$ cat src/rtl/fcr_pkg.sv
// ----------------------------------------------------------------------------
// fcr_pkg
// Shared constants and types for the framed checksum receiver.
// ----------------------------------------------------------------------------
package fcr_pkg;

  // Number of payload bytes in one frame, checksum byte included.
  localparam int unsigned FRAME_LEN = 8;
  // Width of a frame store address.
  localparam int unsigned IDX_W     = $clog2(FRAME_LEN);
  // Width of the fill counter, which must be able to hold FRAME_LEN itself.
  localparam int unsigned FILL_W    = $clog2(FRAME_LEN + 1);
  // Fixed field widths.
  localparam int unsigned BYTE_W    = 8;
  localparam int unsigned POS_W     = 5;
  localparam int unsigned MODE_W    = 2;
  localparam int unsigned CFG_IDX_W = 1;

  // Register reset values.
  localparam logic [BYTE_W-1:0] HEADER_RESET = 8'h45;
  localparam logic [BYTE_W-1:0] TAIL_RESET   = 8'h46;

  // Register indexes on the configuration port.
  localparam logic [CFG_IDX_W-1:0] REG_HEADER = 1'd0;
  localparam logic [CFG_IDX_W-1:0] REG_TAIL   = 1'd1;

  // Request modes.
  typedef enum logic [MODE_W-1:0] {
    MODE_BYTE  = 2'd0,
    MODE_TAKE  = 2'd1,
    MODE_CLEAR = 2'd2,
    MODE_NONE  = 2'd3
  } mode_e;

  // Receive phases.
  typedef enum logic [1:0] {
    PH_HUNT = 2'd0,
    PH_READ = 2'd1,
    PH_TAIL = 2'd2
  } phase_e;

  // Take command from the parser to the emitter.
  typedef struct packed {
    logic go;     // a frame was waiting and is to be read out
    logic empty;  // no frame was waiting: emit one not-valid result
  } take_t;

  // Frame store write port driven by the parser.
  typedef struct packed {
    logic             we;
    logic [IDX_W-1:0] addr;
    logic [BYTE_W-1:0] data;
  } wr_t;

endpackage

$ cat src/rtl/fcr_frame_ram.sv
// ----------------------------------------------------------------------------
// fcr_frame_ram
// Frame store: one write port and one read port with registered read data.
// ----------------------------------------------------------------------------
module fcr_frame_ram (
  input  logic                        clk_i,
  input  fcr_pkg::wr_t                wr_i,
  input  logic                        re_i,
  input  logic [fcr_pkg::IDX_W-1:0]   raddr_i,
  output logic [fcr_pkg::BYTE_W-1:0]  rdata_o
);

  logic [fcr_pkg::BYTE_W-1:0] mem_q [fcr_pkg::FRAME_LEN];
  logic [fcr_pkg::BYTE_W-1:0] rdata_q;

  // Write port.
  always_ff @(posedge clk_i) begin
    if (wr_i.we) begin
      mem_q[wr_i.addr] <= wr_i.data;
    end
  end

  // Read port; the data register holds its value while no read is issued.
  always_ff @(posedge clk_i) begin
    if (re_i) begin
      rdata_q <= mem_q[raddr_i];
    end
  end

  assign rdata_o = rdata_q;

endmodule

$ cat src/rtl/fcr_parser.sv
// ----------------------------------------------------------------------------
// fcr_parser
// Frame parser: hunts for the header, writes the payload into the frame
// store, checks the tail and checksum, and owns the waiting flag.
// ----------------------------------------------------------------------------
module fcr_parser (
  input  logic                          clk_i,
  input  logic                          rst_ni,
  input  logic                          cfg_we_i,
  input  logic [fcr_pkg::CFG_IDX_W-1:0] cfg_idx_i,
  input  logic [fcr_pkg::BYTE_W-1:0]    cfg_data_i,
  input  logic                          req_i,
  input  logic [fcr_pkg::MODE_W-1:0]    mode_i,
  input  logic [fcr_pkg::BYTE_W-1:0]    rx_byte_i,
  output fcr_pkg::wr_t                  wr_o,
  output fcr_pkg::take_t                take_o
);

  fcr_pkg::phase_e             phase_q, phase_d;
  logic [fcr_pkg::FILL_W-1:0]  fill_q, fill_d;
  logic [fcr_pkg::BYTE_W-1:0]  sum_q, sum_d;
  logic                        sum_ok_q, sum_ok_d;
  logic                        wait_q, wait_d;
  logic [fcr_pkg::BYTE_W-1:0]  hdr_q, tail_q;

  // Configuration registers.
  always_ff @(posedge clk_i or negedge rst_ni) begin
    if (!rst_ni) begin
      hdr_q  <= fcr_pkg::HEADER_RESET;
      tail_q <= fcr_pkg::TAIL_RESET;
    end else if (cfg_we_i) begin
      case (cfg_idx_i)
        fcr_pkg::REG_HEADER: hdr_q  <= cfg_data_i;
        fcr_pkg::REG_TAIL:   tail_q <= cfg_data_i;
        default: ;
      endcase
    end
  end

  // Parser state register.
  always_ff @(posedge clk_i or negedge rst_ni) begin
    if (!rst_ni) begin
      phase_q  <= fcr_pkg::PH_HUNT;
      fill_q   <= '0;
      sum_q    <= '0;
      sum_ok_q <= 1'b0;
      wait_q   <= 1'b0;
    end else begin
      phase_q  <= phase_d;
      fill_q   <= fill_d;
      sum_q    <= sum_d;
      sum_ok_q <= sum_ok_d;
      wait_q   <= wait_d;
    end
  end

  // Next state, store writes and take commands.
  always_comb begin
    phase_d      = phase_q;
    fill_d       = fill_q;
    sum_d        = sum_q;
    sum_ok_d     = sum_ok_q;
    wait_d       = wait_q;
    wr_o.we      = 1'b0;
    wr_o.addr    = fill_q[fcr_pkg::IDX_W-1:0];
    wr_o.data    = rx_byte_i;
    take_o.go    = 1'b0;
    take_o.empty = 1'b0;

    if (req_i) begin
      case (fcr_pkg::mode_e'(mode_i))
        fcr_pkg::MODE_BYTE: begin
          // Bytes are dropped while an accepted frame waits.
          if (!wait_q) begin
            case (phase_q)
              fcr_pkg::PH_HUNT: begin
                if (rx_byte_i == hdr_q) begin
                  phase_d = fcr_pkg::PH_READ;
                  fill_d  = '0;
                  sum_d   = '0;
                end
              end
              fcr_pkg::PH_READ: begin
                wr_o.we = 1'b1;
                fill_d  = fill_q + 1'b1;
                if (fill_q == fcr_pkg::FILL_W'(fcr_pkg::FRAME_LEN - 1)) begin
                  // Checksum byte: compare it with the sum of the others.
                  sum_ok_d = (rx_byte_i == sum_q);
                  phase_d  = fcr_pkg::PH_TAIL;
                end else begin
                  sum_d = sum_q + rx_byte_i;
                end
              end
              fcr_pkg::PH_TAIL: begin
                // The accept test takes priority over a restarting header.
                if (rx_byte_i == tail_q && sum_ok_q) begin
                  wait_d  = 1'b1;
                  phase_d = fcr_pkg::PH_HUNT;
                end else if (rx_byte_i == hdr_q) begin
                  phase_d = fcr_pkg::PH_READ;
                  fill_d  = '0;
                  sum_d   = '0;
                end else begin
                  phase_d = fcr_pkg::PH_HUNT;
                end
              end
              default: begin
                phase_d = fcr_pkg::PH_HUNT;
                fill_d  = '0;
                sum_d   = '0;
              end
            endcase
          end
        end
        fcr_pkg::MODE_TAKE: begin
          if (wait_q) begin
            take_o.go = 1'b1;
            wait_d    = 1'b0;
          end else begin
            take_o.empty = 1'b1;
          end
        end
        fcr_pkg::MODE_CLEAR: begin
          wait_d  = 1'b0;
          phase_d = fcr_pkg::PH_HUNT;
          fill_d  = '0;
          sum_d   = '0;
        end
        default: ;
      endcase
    end
  end

endmodule

$ cat src/rtl/fcr_emitter.sv
// ----------------------------------------------------------------------------
// fcr_emitter
// Read-out sequencer: streams a stored frame through the frame store read
// port into an output register, one byte per cycle under backpressure.
// ----------------------------------------------------------------------------
module fcr_emitter (
  input  logic                         clk_i,
  input  logic                         rst_ni,
  input  fcr_pkg::take_t               take_i,
  output logic                         busy_o,
  output logic                         re_o,
  output logic [fcr_pkg::IDX_W-1:0]    raddr_o,
  input  logic [fcr_pkg::BYTE_W-1:0]   rdata_i,
  output logic                         out_valid_o,
  input  logic                         out_ready_i,
  output logic                         frame_valid_o,
  output logic [fcr_pkg::BYTE_W-1:0]   payload_byte_o,
  output logic [fcr_pkg::POS_W-1:0]    byte_position_o,
  output logic                         last_o
);

  logic                       iss_act_q;
  logic [fcr_pkg::IDX_W-1:0]  iss_idx_q;
  logic                       iss_end;
  // Stage that tracks the contents of the store's read data register.
  logic                       rd_vld_q;
  logic                       rd_fv_q;
  logic [fcr_pkg::IDX_W-1:0]  rd_pos_q;
  logic                       rd_last_q;
  // Output register.
  logic                       out_vld_q;
  logic                       out_fv_q;
  logic [fcr_pkg::BYTE_W-1:0] out_byte_q;
  logic [fcr_pkg::POS_W-1:0]  out_pos_q;
  logic                       out_last_q;
  logic                       out_free;
  logic                       move;

  assign out_free = !out_vld_q || out_ready_i;
  assign move     = rd_vld_q && out_free;
  assign re_o     = iss_act_q && (!rd_vld_q || move);
  assign raddr_o  = iss_idx_q;
  assign iss_end  = (iss_idx_q == fcr_pkg::IDX_W'(fcr_pkg::FRAME_LEN - 1));
  // The read stage counts as free in the cycle that its entry moves on.
  assign busy_o   = iss_act_q || (rd_vld_q && !move);

  // Read issue counter.
  always_ff @(posedge clk_i or negedge rst_ni) begin
    if (!rst_ni) begin
      iss_act_q <= 1'b0;
      iss_idx_q <= '0;
    end else if (take_i.go) begin
      iss_act_q <= 1'b1;
      iss_idx_q <= '0;
    end else if (re_o) begin
      iss_idx_q <= iss_idx_q + 1'b1;
      if (iss_end) begin
        iss_act_q <= 1'b0;
      end
    end
  end

  // Read data stage: a read, or the not-valid result of an empty take.
  always_ff @(posedge clk_i or negedge rst_ni) begin
    if (!rst_ni) begin
      rd_vld_q <= 1'b0;
    end else if (re_o || take_i.empty) begin
      rd_vld_q <= 1'b1;
    end else if (move) begin
      rd_vld_q <= 1'b0;
    end
  end

  always_ff @(posedge clk_i) begin
    if (take_i.empty) begin
      rd_fv_q   <= 1'b0;
      rd_pos_q  <= '0;
      rd_last_q <= 1'b1;
    end else if (re_o) begin
      rd_fv_q   <= 1'b1;
      rd_pos_q  <= iss_idx_q;
      rd_last_q <= iss_end;
    end
  end

  // Output register.
  always_ff @(posedge clk_i or negedge rst_ni) begin
    if (!rst_ni) begin
      out_vld_q <= 1'b0;
    end else if (move) begin
      out_vld_q <= 1'b1;
    end else if (out_ready_i) begin
      out_vld_q <= 1'b0;
    end
  end

  always_ff @(posedge clk_i) begin
    if (move) begin
      out_fv_q   <= rd_fv_q;
      out_byte_q <= rd_fv_q ? rdata_i : '0;
      out_pos_q  <= fcr_pkg::POS_W'(rd_pos_q);
      out_last_q <= rd_last_q;
    end
  end

  assign out_valid_o     = out_vld_q;
  assign frame_valid_o   = out_fv_q;
  assign payload_byte_o  = out_byte_q;
  assign byte_position_o = out_pos_q;
  assign last_o          = out_last_q;

endmodule

$ cat src/rtl/framed_checksum_receiver.sv
// ----------------------------------------------------------------------------
// framed_checksum_receiver
// Header/tail framed byte receiver with an 8-bit sum checksum and a frame
// store that is read out on request.
// ----------------------------------------------------------------------------
// Byte, clear and unused-mode requests are taken one per cycle while no
// frame read-out is in flight, and give no result. A take with a frame
// gives its results one per cycle while the output does not stall, paced by
// the frame store read port; the next request is taken as the last read
// leaves the read stage. A take without a frame gives one not-valid result,
// and such takes can follow one per cycle while the output does not stall.
// Reset clears the parser, waiting flag and handshake state at once; the
// frame store is not cleared and is only read after a complete frame.
// ----------------------------------------------------------------------------
module framed_checksum_receiver (
  input  logic                          clk_i,
  input  logic                          rst_ni,
  input  logic                          cfg_we_i,
  input  logic [fcr_pkg::CFG_IDX_W-1:0] cfg_idx_i,
  input  logic [fcr_pkg::BYTE_W-1:0]    cfg_data_i,
  input  logic                          in_valid_i,
  output logic                          in_ready_o,
  input  logic [fcr_pkg::MODE_W-1:0]    mode_i,
  input  logic [fcr_pkg::BYTE_W-1:0]    rx_byte_i,
  output logic                          out_valid_o,
  input  logic                          out_ready_i,
  output logic                          frame_valid_o,
  output logic [fcr_pkg::BYTE_W-1:0]    payload_byte_o,
  output logic [fcr_pkg::POS_W-1:0]     byte_position_o,
  output logic                          last_o
);

  fcr_pkg::wr_t               wr;
  fcr_pkg::take_t             take;
  logic                       busy;
  logic                       req;
  logic                       re;
  logic [fcr_pkg::IDX_W-1:0]  raddr;
  logic [fcr_pkg::BYTE_W-1:0] rdata;

  // Requests are held off while a frame read-out is in flight.
  assign in_ready_o = !busy;
  assign req        = in_valid_i && in_ready_o;

  // Parser.
  fcr_parser u_parser (
    .clk_i      (clk_i),
    .rst_ni     (rst_ni),
    .cfg_we_i   (cfg_we_i),
    .cfg_idx_i  (cfg_idx_i),
    .cfg_data_i (cfg_data_i),
    .req_i      (req),
    .mode_i     (mode_i),
    .rx_byte_i  (rx_byte_i),
    .wr_o       (wr),
    .take_o     (take)
  );

  // Frame store.
  fcr_frame_ram u_ram (
    .clk_i   (clk_i),
    .wr_i    (wr),
    .re_i    (re),
    .raddr_i (raddr),
    .rdata_o (rdata)
  );

  // Read-out sequencer.
  fcr_emitter u_emitter (
    .clk_i           (clk_i),
    .rst_ni          (rst_ni),
    .take_i          (take),
    .busy_o          (busy),
    .re_o            (re),
    .raddr_o         (raddr),
    .rdata_i         (rdata),
    .out_valid_o     (out_valid_o),
    .out_ready_i     (out_ready_i),
    .frame_valid_o   (frame_valid_o),
    .payload_byte_o  (payload_byte_o),
    .byte_position_o (byte_position_o),
    .last_o          (last_o)
  );

endmodule

$ cat config.mk
export PLATFORM = sky130hd
export DESIGN_NAME = framed_checksum_receiver
export DESIGN_NICKNAME = d
export VERILOG_FILES = /design/src/rtl/fcr_pkg.sv /design/src/rtl/fcr_frame_ram.sv /design/src/rtl/fcr_parser.sv /design/src/rtl/fcr_emitter.sv /design/src/rtl/framed_checksum_receiver.sv
export SDC_FILE = /design/constraint.sdc
export NUM_CORES = 1
export LEC_CHECK = 0
export BUFFER_PORTS_ARGS = -buffer_cell sky130_fd_sc_hd__buf_2
export CORE_ASPECT_RATIO = 1.2
export CORE_UTILIZATION = 30
export CTS_CLUSTER_SIZE = 16
export DETAILED_ROUTE_END_ITERATION = 8
export GPL_TIMING_DRIVEN = 0
export SLEW_MARGIN = 20
export SYNTH_ARGS = -nofsm -noshare
export SYNTH_HDL_FRONTEND = slang
export SYNTH_HIERARCHICAL = 1
export SYNTH_SLANG_ARGS = --single-unit
$ cat constraint.sdc
create_clock -name clk_i -period 4.29 [get_ports clk_i]
set_clock_uncertainty 0.15 [all_clocks]
set_input_delay 0.6435 -clock clk_i [delete_from_list [all_inputs] [get_ports clk_i]]
set_output_delay 0.6435 -clock clk_i [all_outputs]
set_load 0.1 [all_outputs]
== Word-level counts from Yosys, hierarchy flattened ==
Memories as Yosys holds them, arrays and structs flattened. A register that Yosys moved wholly into a read port is not among the register bits.
Cells that the tools add are included.
Widths: inputs -> output; s select.

* Multiplexer cells: 41
* Equality and inequality tests: 14
* $add $sub $neg: 3
* Reduce and logical (&&, ||, !) cells: 30
* Bitwise logic cells: 2

{| class="wikitable"
|+ Operators with widths
! kind !! number
|-
| $mux 8 || 4
|-
| $eq 8x8->1 || 3
|-
| $pmux 8 s3 || 1
|-
| $mux 1 || 19
|-
| $pmux 8 s2 || 1
|-
| $reduce_and 5->1 || 3
|-
| $mux 2 || 6
|-
| $mux 4 || 3
|-
| $pmux 4 s3 || 1
|-
| $reduce_bool 2->1 || 6
|-
| $add 8x8->8 || 1
|-
| $pmux 4 s2 || 1
|-
| $reduce_and 2->1 || 4
|-
| $mux 3 || 2
|-
| $ne 3x2->1 const B || 2
|-
| $ne 3x3->1 const B || 2
|-
| $pmux 2 s3 || 1
|-
| $logic_and 1x1->1 || 5
|-
| $add 4x1->4 const B || 1
|-
| $eq 2x1->1 const B || 2
|-
| $eq 2x2->1 const B || 2
|-
| $eq 4x3->1 const B || 1
|-
| $logic_not 1->1 || 4
|-
| $logic_not 2->1 || 2
|-
| other kinds (9) || 13
|}

* Bits in registers: 56
* Input bits: 24
* Memories: 1
* Memory bits (writable): 64
* Logic and storage cells: 109
* Output and inout bits: 17

{| class="wikitable"
|+ Memories
! memory !! depth !! bits a word !! rd ports !! clocked after Yosys merged registers in !! wr ports !! line !! text
|-
| u_ram.mem_q || 8 || 8 || 1 || 1 || 1 || fcr_frame_ram.sv:13 || <nowiki>logic [fcr_pkg::BYTE_W-1:0] mem_q [fcr_pkg::FRAME_LEN];</nowiki>
|}

== Depth between registers and ports, before layout ==
Gate-level depths: netlist (run 1).

* Depth after elaboration: 11
* Depth in mapped cells: 8
* Depth with buffers taken out: 8

== Modules after synthesis ==
The synthesis (run 1) kept the hierarchy.

{| class="wikitable"
|+ Modules (own cells, without submodules)
! module !! times used !! cells an instance !! seq. area each (µm²) !! area each (µm²)
|-
| fcr_frame_ram || 1 || 114 || 2,162.1 || 2,771.4
|-
| fcr_parser || 1 || 200 || 808.3 || 2,035.7
|-
| fcr_emitter || 1 || 73 || 640.6 || 968.4
|-
| framed_checksum_receiver || 1 || 2 || 0.0 || 10.0
|}

== Least setup slack after synthesis (run 1) ==
Ideal clock, no wire load.

* Path kind: register to register
* From: register u_emitter.out_vld_q, in the netlist u_emitter/out_valid_o
* To: memory u_ram/mem_q[0][0] (netlist name) (enable)
* Stages on the path, launching flop included: 7
* Arrival: 2.360 ns
* Required time: 3.757 ns
* Setup slack: 1.397 ns
* Setup time: 0.383 ns
* Clock period less this slack: 2.893 ns
* Buffers on the path: 0
* Path through: dfrtp_1 > nand3b_4 > nand2b_1 > nor2b_1 > nor3b_1 > nand2b_1 > nor3_1

{| class="wikitable"
|+ RTL lines
! element !! line !! text
|-
| from (decl) || fcr_emitter.sv:31 || <nowiki>logic out_vld_q;</nowiki>
|-
| from (signal assigned) || fcr_emitter.sv:89 || <nowiki>out_vld_q <= 1'b0;</nowiki>
|-
| from (signal assigned) || fcr_emitter.sv:91 || <nowiki>out_vld_q <= 1'b1;</nowiki>
|-
| from (signal assigned) || fcr_emitter.sv:93 || <nowiki>out_vld_q <= 1'b0;</nowiki>
|-
| to (decl) || fcr_frame_ram.sv:13 ||
|}

==> out/metrics.csv, run 1 <==
stage,metric,value,unit
yosys,Simple-Gate Fraction of Synth Area,8.82,%
global_route,maximum number of pins on one net before global-route repair,39,
timing,Worst Max-Slew Pin Slew,0.922,ns
cts,H-tree Lvls,4,
global_route,GRT Residual Overflow,0,
critical_path,Crit path top cell by count,nand2b_1,
yosys,Synth Area in Adders,3.37,%
final_layout,antenna cells,0,
critical_path,Arrival @ worst endpoint,2.67,ns
floorplanning,die height,154,um
final_layout,final net count,486,
cts,CTS clock-pin slew for the worst setup and hold paths,0.06,ns
yosys,"Top FF cell, synth",edfxtp_1,
global_route,vias in the first global route,3399,
yosys,ys async rst share,29.7,%
final_layout,Synth-to-Final Area Change,18.6,%
yosys,"EDFF count, synth",85,
cts,hold_buf cts,0,
timing,setup_tns,0,ns
yosys,synth warn,6,
yosys,Synth Area in Compound Gates,6.08,%
route,final wirelength,10700,um
critical_path,Reg2Reg Depth,6,
timing,"Slew Viols, Final",0,
critical_path,crit path launch type,flop,
cts,CTS tree,done,
power_and_ir_drop,LEAKAGE,2.58,nW
cts,clk_lat worst skew,0.42,ns
yosys,"flops & latches, synth",128,
cts,CTS root buf,clkbuf_16,
yosys,Syn Std Cell Area,0.00579,mm^2
route,vias,3281,
cts,Post CTS Setup Buffer Count,0,
critical_path,Worst path max stage delay,0.75,ns
yosys,mux contribution to synthesized area,12.1,%
global_route,first-pass GRT wire length,17300,um
timing,max_slew headroom,38.3,%
placed_design,routability cong.,0.813,
global_route,initial antenna violation count,0,
yosys,count of cell types in the netlist,53,
floorplanning,core footprint,0.0189,mm^2
critical_path,worst-path cell chain,nand3b_4 -> nand2b_1 -> nor2b_1 -> nor3b_1 -> nand2b_1 -> nor2_1,
job,max-cap violation count,0,
floorplanning,Die X,129,um
timing,fmax,360,MHz
route,1st-pass router iterations,4,
timing,period utilization,64.8,%
route,# DRC,0,
route,First DRT Iteration DRCs,206,
critical_path,"Req. time, crit path",4.18,ns
timing,final setup violation count,0,
cts,clk buf depth,2,
run_status,outcome,"finished, final reports clean",
timing,final hold violations,0,
critical_path,Setup Crit Path Kind,flop to flop,
yosys,Post-Synth XOR/XNOR Area,3.48,%
critical_path,"Max stage delay cell, worst path",nor2_1,
cts,Post-CTS Resized,0,
final_layout,area occupied by multi-input gates,0.00197,mm^2
placed_design,port buffer count,38,
timing,unrepaired setup endpoints after global routing,false,
final_layout,Register Area,0.00361,mm^2
floorplanning,full die area,0.0198,mm^2
route,DR WL/cell,15.0,um
final_layout,fillcell total,1822,
global_route,GRT Util Overall,11.7,%
placed_design,post-detailed-placement half-perimeter wirelength,7640,um
worst_hold_path,worst min path class,input port to asynchronous set/reset pin,
critical_path,Setup crit end kind,flop,
power_and_ir_drop,Design Power,3.28,mW
cts,clk sinks,128,
power_and_ir_drop,power per cell area,478,mW/mm^2
floorplanning,Ports,41,
yosys,syn_area_per_cell,14.9,um^2
yosys,Post-Synthesis Cells,389,
floorplanning,Starting Density,30.7,%
final_layout,"commonest non-fill, non-tap cell in the layout",edfxtp_1,
timing,min cycle time layout,2.78,ns
yosys,largest family of logic cells by synthesized area,multiplexers,
critical_path,"Max FO, Critical Path",8,
route,Antenna Violating Nets Remaining,0,
final_layout,layout cells sized above 1,28.5,%
floorplanning,row cnt,55,
yosys,post-synthesis sequential area ratio,62.4,%
final_layout,most frequent cells in the layout,"85 x edfxtp_1, 40 x buf_2, 32 x dfrtp_1, 25 x mux2_2, 21 x nand2_1",
cts,CTS buffer count,17,
route,Via density,4.58,
power_and_ir_drop,VDD IR-drop max,0.449,mV
## kinds of logic after synthesis
group,count (synthesis)
AND/OR/NAND/NOR,93
adder cells (fa/ha/maj),15
flip-flops,128
XOR/XNOR,23
buffers and inverters,33
AO/OA/AOI/OAI,55
multiplexers,41
other,1
## state kept, by name (all words and copies together) (netlist names)
signal and count:
u_parser/hdr_q 8, u_emitter/rd_last_q 1, u_emitter/rd_pos_q 3, u_emitter/iss_act_q 1
u_emitter/rd_fv_q 1, u_emitter/frame_valid_o 1, u_emitter/last_o 1, u_emitter/raddr_o 3
u_emitter/payload_byte_o 8, u_emitter/byte_position_o 3, u_parser/fill_q 4, u_parser/tail_q 8
u_parser/sum_ok_q 1, u_parser/sum_q 8, u_parser/phase_q 2, u_ram/rdata_o 8
u_parser/wait_q 1, u_emitter/out_valid_o 1, u_emitter/rd_vld_q 1, u_ram/mem_q 64
## critical path: cells and delay by family (launching register included)
family | cells | cell delay [ns]
flops | 1 | 0.41
simple gates | 6 | 1.83
## cells in the mapped netlist, types with 2 or more instances
library cell	instances	area, um^2
xnor2_1	12	105
and2_1	11	68.8
mux2_2	25	282
a21oi_1	13	65.1
nor3_1	6	30.0
dfxtp_1	5	100
edfxtp_1	85	2550
buf_4	13	97.6
o21ai_0	18	90.1
nand2_1	21	78.8
dfstp_2	6	158
nor2_1	17	63.8
mux4_1	15	394
clkbuf_1	6	22.5
ha_1	14	175
o211ai_1	2	15.0
buf_6	3	33.8
a21bo_2	3	30.0
dfrtp_1	32	801
buf_2	2	10.0
nor4_1	2	12.5
nand3_1	10	50.1
xor2_1	11	96.3
nor4_2	2	25.0
a211o_1	3	26.3
o31ai_1	6	45.0
nor3b_1	2	15.0
nor2b_1	3	18.8
inv_1	7	26.3
a31o_2	2	17.5
nand2b_1	10	62.6
## power breakdown
group | switching, mW | total, mW | internal, mW
Combinational | 0.281 | 0.487 | 0.206
Sequential | 0.0606 | 1.47 | 1.41
Clock | 0.533 | 1.33 | 0.794
Total | 0.874 | 3.28 | 2.41
## area by class of cell
| type | count | area share [%] |
|---|---|---|
| buffer | 26 | 2.74 |
| clock buffer | 19 | 6.31 |
| clock inverter | 13 | 1.70 |
| inverter | 7 | 0.383 |
| multi-input combinational | 229 | 28.8 |
| sequential | 128 | 52.6 |
| tap | 256 | 4.67 |
| timing repair buffer | 38 | 2.77 |
## through the flow
stage                     hold WS (ns)  utilization (%)  setup WS, ns  area (um^2)  instances
after floorplan                  0.198                -          1.40         5790        390
after global placement           0.258             33.4         0.854         6300        684
after detailed placement         0.264             33.5          1.10         6310        684
after CTS                        0.207             36.4          1.43         6860        716
after global routing             0.265             36.4          1.26         6860        716
final                            0.187             36.4          1.51         6860        716
## per-layer routing
metal  global-route usage [%]  wire (um)
met5                        0          0
met4                     3.92        128
met3                     4.49        528
met2                     20.1       5510
met1                     13.2       4580
## final timing paths
kind / to / slack [ns] / start
max: u_ram/mem_q[2][2]$_DFFE_PP_ / 1.51 / u_emitter/out_valid_o$_DFFE_PN0P_
min: u_parser/sum_q[5]$_DFFE_PN0P_ / 0.19 / rst_ni
max reg2reg: u_ram/mem_q[2][2]$_DFFE_PP_ / 1.51 / u_emitter/out_valid_o$_DFFE_PN0P_
min reg2reg: u_emitter/byte_position_o[0]$_DFFE_PP_ / 0.27 / u_emitter/rd_pos_q[0]$_SDFFE_PP0P_
max in group asynchronous: u_parser/tail_q[0]$_DFFE_PN0P_ / 3.26 / rst_ni
min in group clk_i: u_emitter/byte_position_o[0]$_DFFE_PP_ / 0.27 / u_emitter/rd_pos_q[0]$_SDFFE_PP0P_
Power figures use the tool's default switching activity.
==> inputs of run 2 (changes only) <==
==> constraint.sdc (replaced) <==
create_clock -name clk_i -period 2.8 [get_ports clk_i]
set_clock_uncertainty 0.15 [all_clocks]
set_input_delay 0.42 -clock clk_i [delete_from_list [all_inputs] [get_ports clk_i]]
set_output_delay 0.42 -clock clk_i [all_outputs]
set_load 0.1 [all_outputs]
==> run 2 against run 1 <==
Effect of this change:
- final area is 0.88% higher
- power is 57% higher
- global-route usage is 0.13 points higher
- non-clock buffer count is 1 higher
- largest power group unchanged
- critical path depth stayed put
- first-iteration DRC count is 17% lower
==> out/metrics.csv, run 2 (same netlist as run 1, synthesis figures left out) <==
stage,metric,value,unit
run_status,outcome,"finished, final reports clean",
route,Via density,4.66,
global_route,initial antenna violation count,0,
final_layout,most frequent cells in the layout,"85 x edfxtp_1, 40 x buf_2, 32 x dfrtp_1, 25 x mux2_2, 21 x nand2_1",
timing,final hold violations,0,
critical_path,R2R Setup Slk,0.15,ns
placed_design,Placed Area,0.00631,mm^2
critical_path,Setup Crit Path Kind,flop to flop,
placed_design,dpl cells,684,
cts,CTS buffer count,17,
cts,clk sinks,128,
power_and_ir_drop,power per cell area,743,mW/mm^2
timing,"Slew Viols, Final",0,
timing,min cycle time layout,2.65,ns
floorplanning,core footprint,0.0189,mm^2
final_layout,Synth-to-Final Area Change,19.6,%
floorplanning,row cnt,55,
route,DR WL/cell,15.4,um
cts,Post CTS Setup Buffer Count,0,
power_and_ir_drop,LEAKAGE,2.58,nW
job,max-cap violation count,0,
timing,max_slew headroom,39.9,%
placed_design,port buffer count,38,
cts,CTS root buf,clkbuf_16,
critical_path,"Req. time, crit path",2.69,ns
cts,CTS clock-pin slew for the worst setup and hold paths,0.06,ns
timing,final setup violation count,0,
critical_path,Setup crit end kind,flop,
cts,H-tree Lvls,4,
power_and_ir_drop,Design Power,5.14,mW
timing,setup_tns,0,ns
route,First DRT Iteration DRCs,171,
final_layout,Non-Filler Instances,717,
critical_path,crit path launch type,flop,
global_route,GRT Residual Overflow,0,
worst_hold_path,worst min path class,input port to flop,
route,vias,3339,
timing,fmax,377,MHz
route,final wirelength,11000,um
critical_path,Arrival @ worst endpoint,2.55,ns
critical_path,"Max FO, Critical Path",8,
timing,Worst Max-Slew Pin Slew,0.901,ns
final_layout,final net count,487,
final_layout,fin area,0.00692,mm^2
floorplanning,die height,154,um
global_route,maximum number of pins on one net before global-route repair,39,
power_and_ir_drop,VDD IR-drop max,0.447,mV
timing,period utilization,94.8,%
route,Antenna Violating Nets Remaining,0,
global_route,first-pass GRT wire length,17600,um
floorplanning,full die area,0.0198,mm^2
route,1st-pass router iterations,5,
cts,CTS tree,done,
floorplanning,Starting Density,30.7,%
final_layout,Biggest register,u_ram/mem_q,
global_route,GRT Util Overall,11.8,%
final_layout,Largest register FFs,64,
final_layout,antenna cells,0,
route,# DRC,0,
final_layout,"commonest non-fill, non-tap cell in the layout",edfxtp_1,
placed_design,routability cong.,0.803,
global_route,vias in the first global route,3444,
floorplanning,Ports,41,
cts,clk_lat worst skew,0.42,ns
timing,unrepaired setup endpoints after global routing,true,
placed_design,post-detailed-placement half-perimeter wirelength,7580,um
cts,clk buf depth,2,
final_layout,layout cells sized above 1,29.5,%
floorplanning,Die X,129,um
run 2: cell count changes in the layout (fill, tap and decap cells not counted), sizes merged:
cell	change
dlygate4sd3	+1
clkinvlp	+1
bufinv	+1
inv	-1
clkinv	+1
clkbuf	-2
run 2: metal layers:
layer | track usage, % | up-vias | share of wire [%]
met5 | 0 | - | 0
met4 | 4.76 | 0 | 1.2
met3 | 3.24 | 17 | 4.3
met2 | 20.8 | 81 | 52
met1 | 13.5 | 1664 | 43
li1 | - | 1577 | -
run 2: critical path, stage by stage (launching register included):
cell      delay [ns]
dfrtp_1         0.41
nand3b_4        0.10
nand2b_1        0.09
nor2b_1         0.34
nor3b_1         0.39
nand2_1         0.25
nor2_2          0.56
run 2: where the power goes:
group / total [mW] / internal (mW) / switching, mW
sequential: 2.24 / 2.16 / 0.0887
combinational: 0.774 / 0.319 / 0.456
clock: 2.12 / 1.30 / 0.824
run 2: path summary, 6_finish.rpt:
| check | start | endpoint | cells after the start |
|---|---|---|---|
| max | u_emitter/out_valid_o$_DFFE_PN0P_ | u_ram/mem_q[7][7]$_DFFE_PP_ | 6 |
| min | cfg_data_i[2] | u_parser/hdr_q[2]$_DFFE_PN1P_ | 2 |
| max reg2reg | u_emitter/out_valid_o$_DFFE_PN0P_ | u_ram/mem_q[7][7]$_DFFE_PP_ | 6 |
| min reg2reg | u_emitter/rd_pos_q[0]$_SDFFE_PP0P_ | u_emitter/byte_position_o[0]$_DFFE_PP_ | 0 |
| max in group asynchronous | rst_ni | u_parser/tail_q[5]$_DFFE_PN0P_ | 2 |
| min in group asynchronous | rst_ni | u_emitter/out_valid_o$_DFFE_PN0P_ | 2 |
run 2: cell type report:
cell class,count,area (um^2)
clock buffer,17,425
clock inverter,15,146
sequential,128,3610
tap,256,320
buffer,26,188
timing repair buffer,39,200
inverter,7,26.3
multi-input combinational,229,2000
fill,1813,11900
run 2: per-stage QoR:
step | hold WS (ns) | util [%] | setup WS [ns]
global route | 0.0892 | 36.7 | -0.0162
detailed placement | 0.263 | 33.5 | -0.240
CTS | 0.0840 | 36.6 | 0.0494
finish | 0.0943 | 36.7 | 0.146
global placement | 0.260 | 33.5 | -0.0937
floorplan | -0.0256 | - | 0.119
run 2: repair_timing:
| action | CTS | global route |
|---|---|---|
| endpoints found under the setup margin | 24 | 32 |
| pin swaps | 0 | 0 |
| gates cloned | 0 | 0 |
| hold endpoints to repair | 1 | 0 |
| hold buffers | 1 | 0 |
| gates resized for setup | 4 | 4 |
==> inputs of run 3 (changes only) <==
--- a/config.mk
+++ b/config.mk
@@ -11,6 +11,7 @@
 export CTS_CLUSTER_SIZE = 16
 export DETAILED_ROUTE_END_ITERATION = 8
 export GPL_TIMING_DRIVEN = 0
+export MAX_ROUTING_LAYER = met4
 export SLEW_MARGIN = 20
 export SYNTH_ARGS = -nofsm -noshare
 export SYNTH_HDL_FRONTEND = slang
==> run 3 against run 2 <==
Effect of this change:
- power decreased by 0.13%
- setup slack gained 0.013 ns
- cell count did not move
- utilization did not move
- largest cell class unchanged
- clock-buffer cell count unchanged
- first-iteration DRC count up 16%
- final area unchanged
- fmax rose by 0.49%
==> out/metrics.csv, run 3 (same netlist as run 1, synthesis figures left out) <==
stage,metric,value,unit
cts,H-tree Lvls,4,
route,DR WL/cell,15.3,um
critical_path,"Req. time, crit path",2.70,ns
route,final wirelength,11000,um
timing,fmax,379,MHz
floorplanning,core footprint,0.0189,mm^2
timing,min cycle time layout,2.64,ns
final_layout,"commonest non-fill, non-tap cell in the layout",edfxtp_1,
critical_path,Setup Crit Path Kind,flop to flop,
critical_path,Arrival @ worst endpoint,2.54,ns
job,max-cap violation count,0,
final_layout,fin area,0.00692,mm^2
placed_design,post-detailed-placement half-perimeter wirelength,7580,um
route,First DRT Iteration DRCs,199,
floorplanning,die height,154,um
timing,Worst Max-Slew Pin Slew,0.905,ns
cts,clk buf depth,2,
cts,CTS root buf,clkbuf_16,
floorplanning,full die area,0.0198,mm^2
route,# DRC,0,
placed_design,dpl ws,-0.240,ns
global_route,global routing's busiest layer,met2,
floorplanning,row cnt,55,
route,vias,3340,
cts,CTS buffer count,17,
final_layout,Non-Filler Instances,717,
route,1st-pass router iterations,4,
cts,CTS clock-pin slew for the worst setup and hold paths,0.06,ns
global_route,GR Util met2,20.7,%
timing,final hold violations,0,
critical_path,Setup crit end kind,flop,
timing,final setup violation count,0,
final_layout,fillcell total,1813,
floorplanning,Die X,129,um
global_route,M3 GR Usage,3.34,%
power_and_ir_drop,LEAKAGE,2.58,nW
timing,final worst slack,0.159,ns
global_route,maximum number of pins on one net before global-route repair,39,
run_status,outcome,"finished, final reports clean",
floorplanning,Ports,41,
final_layout,final net count,487,
cts,CTS tree,done,
timing,unrepaired setup endpoints after global routing,true,
final_layout,Synth-to-Final Area Change,19.6,%
cts,clk sinks,128,
placed_design,routability cong.,0.820,
timing,period utilization,94.3,%
route,Via density,4.66,
final_layout,Largest register FFs,64,
critical_path,"Max FO, Critical Path",8,
cts,Post CTS Setup Buffer Count,0,
worst_hold_path,worst min path class,input port to flop,
timing,"Slew Viols, Final",0,
placed_design,port buffer count,38,
global_route,initial antenna violation count,0,
cts,clk_lat worst skew,0.41,ns
timing,setup_tns,0,ns
timing,hold_ws,0.105,ns
global_route,GR Layer Usage met1,13.5,%
placed_design,dpl cells,684,
power_and_ir_drop,power per cell area,742,mW/mm^2
floorplanning,Starting Density,30.7,%
final_layout,final design utilization,36.7,%
global_route,GRT Util Overall,12.2,%
final_layout,antenna cells,0,
placed_design,Placed Area,0.00631,mm^2
timing,max_slew headroom,39.7,%
final_layout,most frequent cells in the layout,"85 x edfxtp_1, 40 x buf_2, 32 x dfrtp_1, 25 x mux2_2, 21 x nand2_1",
global_route,GRT Residual Overflow,0,
power_and_ir_drop,Design Power,5.13,mW
critical_path,crit path launch type,flop,
power_and_ir_drop,VDD IR-drop max,0.446,mV
global_route,first-pass GRT wire length,17600,um
final_layout,Biggest register,u_ram/mem_q,
global_route,vias in the first global route,3436,
final_layout,layout cells sized above 1,29.5,%
route,Antenna Violating Nets Remaining,0,
## run 3: cell counts in the layout (fill, tap and decap cells not counted)
Identical to the previous run, type by type.
## run 3: cell type report
class	count	area, um^2	share of cell area (%)
sequential	128	3610	52.2
tap	256	320	4.63
clock buffer	17	425	6.15
timing repair buffer	39	200	2.89
buffer	26	188	2.71
inverter	7	26.3	0.380
multi-input combinational	229	2000	28.9
clock inverter	15	146	2.12
## run 3: critical path: stages (launching register included)
cell	delay, ns
dfrtp_1	0.41
nand3b_4	0.10
nand2b_1	0.09
nor2b_1	0.34
nor3b_1	0.39
nand2_1	0.25
nor2_2	0.55
## run 3: power by group
part	switching (mW)	total (mW)	internal (mW)	leakage, nW
clock	0.820	2.12	1.30	0.257
combinational	0.453	0.772	0.319	1.04
sequential	0.0880	2.24	2.16	1.29
## run 3: worst paths after layout
kind	startpoint	end	slack (ns)	cells past startpoint
max	u_emitter/out_valid_o$_DFFE_PN0P_	u_ram/mem_q[7][2]$_DFFE_PP_	0.16	6
min	cfg_data_i[2]	u_parser/tail_q[2]$_DFFE_PN1P_	0.11	2
min reg2reg	u_emitter/rd_pos_q[0]$_SDFFE_PP0P_	u_emitter/byte_position_o[0]$_DFFE_PP_	0.27	0
min in group asynchronous	rst_ni	u_emitter/out_valid_o$_DFFE_PN0P_	0.53	2
max reg2reg	u_emitter/out_valid_o$_DFFE_PN0P_	u_ram/mem_q[7][2]$_DFFE_PP_	0.16	6
max in group asynchronous	rst_ni	u_parser/hdr_q[5]$_DFFE_PN0P_	1.39	2
## run 3: what timing repair did
action                     4_1_cts  5_1_grt
hold buffers                     1        0
setup endpoints to repair       24       32
resized for setup                4        4
hold endpoints to repair         1        0
## run 3: routing by layer
| metal | wire [um] | vias up | share of wire, % |
|---|---|---|---|
| met5 | 0 | - | 0 |
| met4 | 158 | 0 | 1.4 |
| met3 | 483 | 15 | 4.4 |
| met2 | 5690 | 81 | 52 |
| met1 | 4640 | 1671 | 42 |
| li1 | - | 1573 | - |
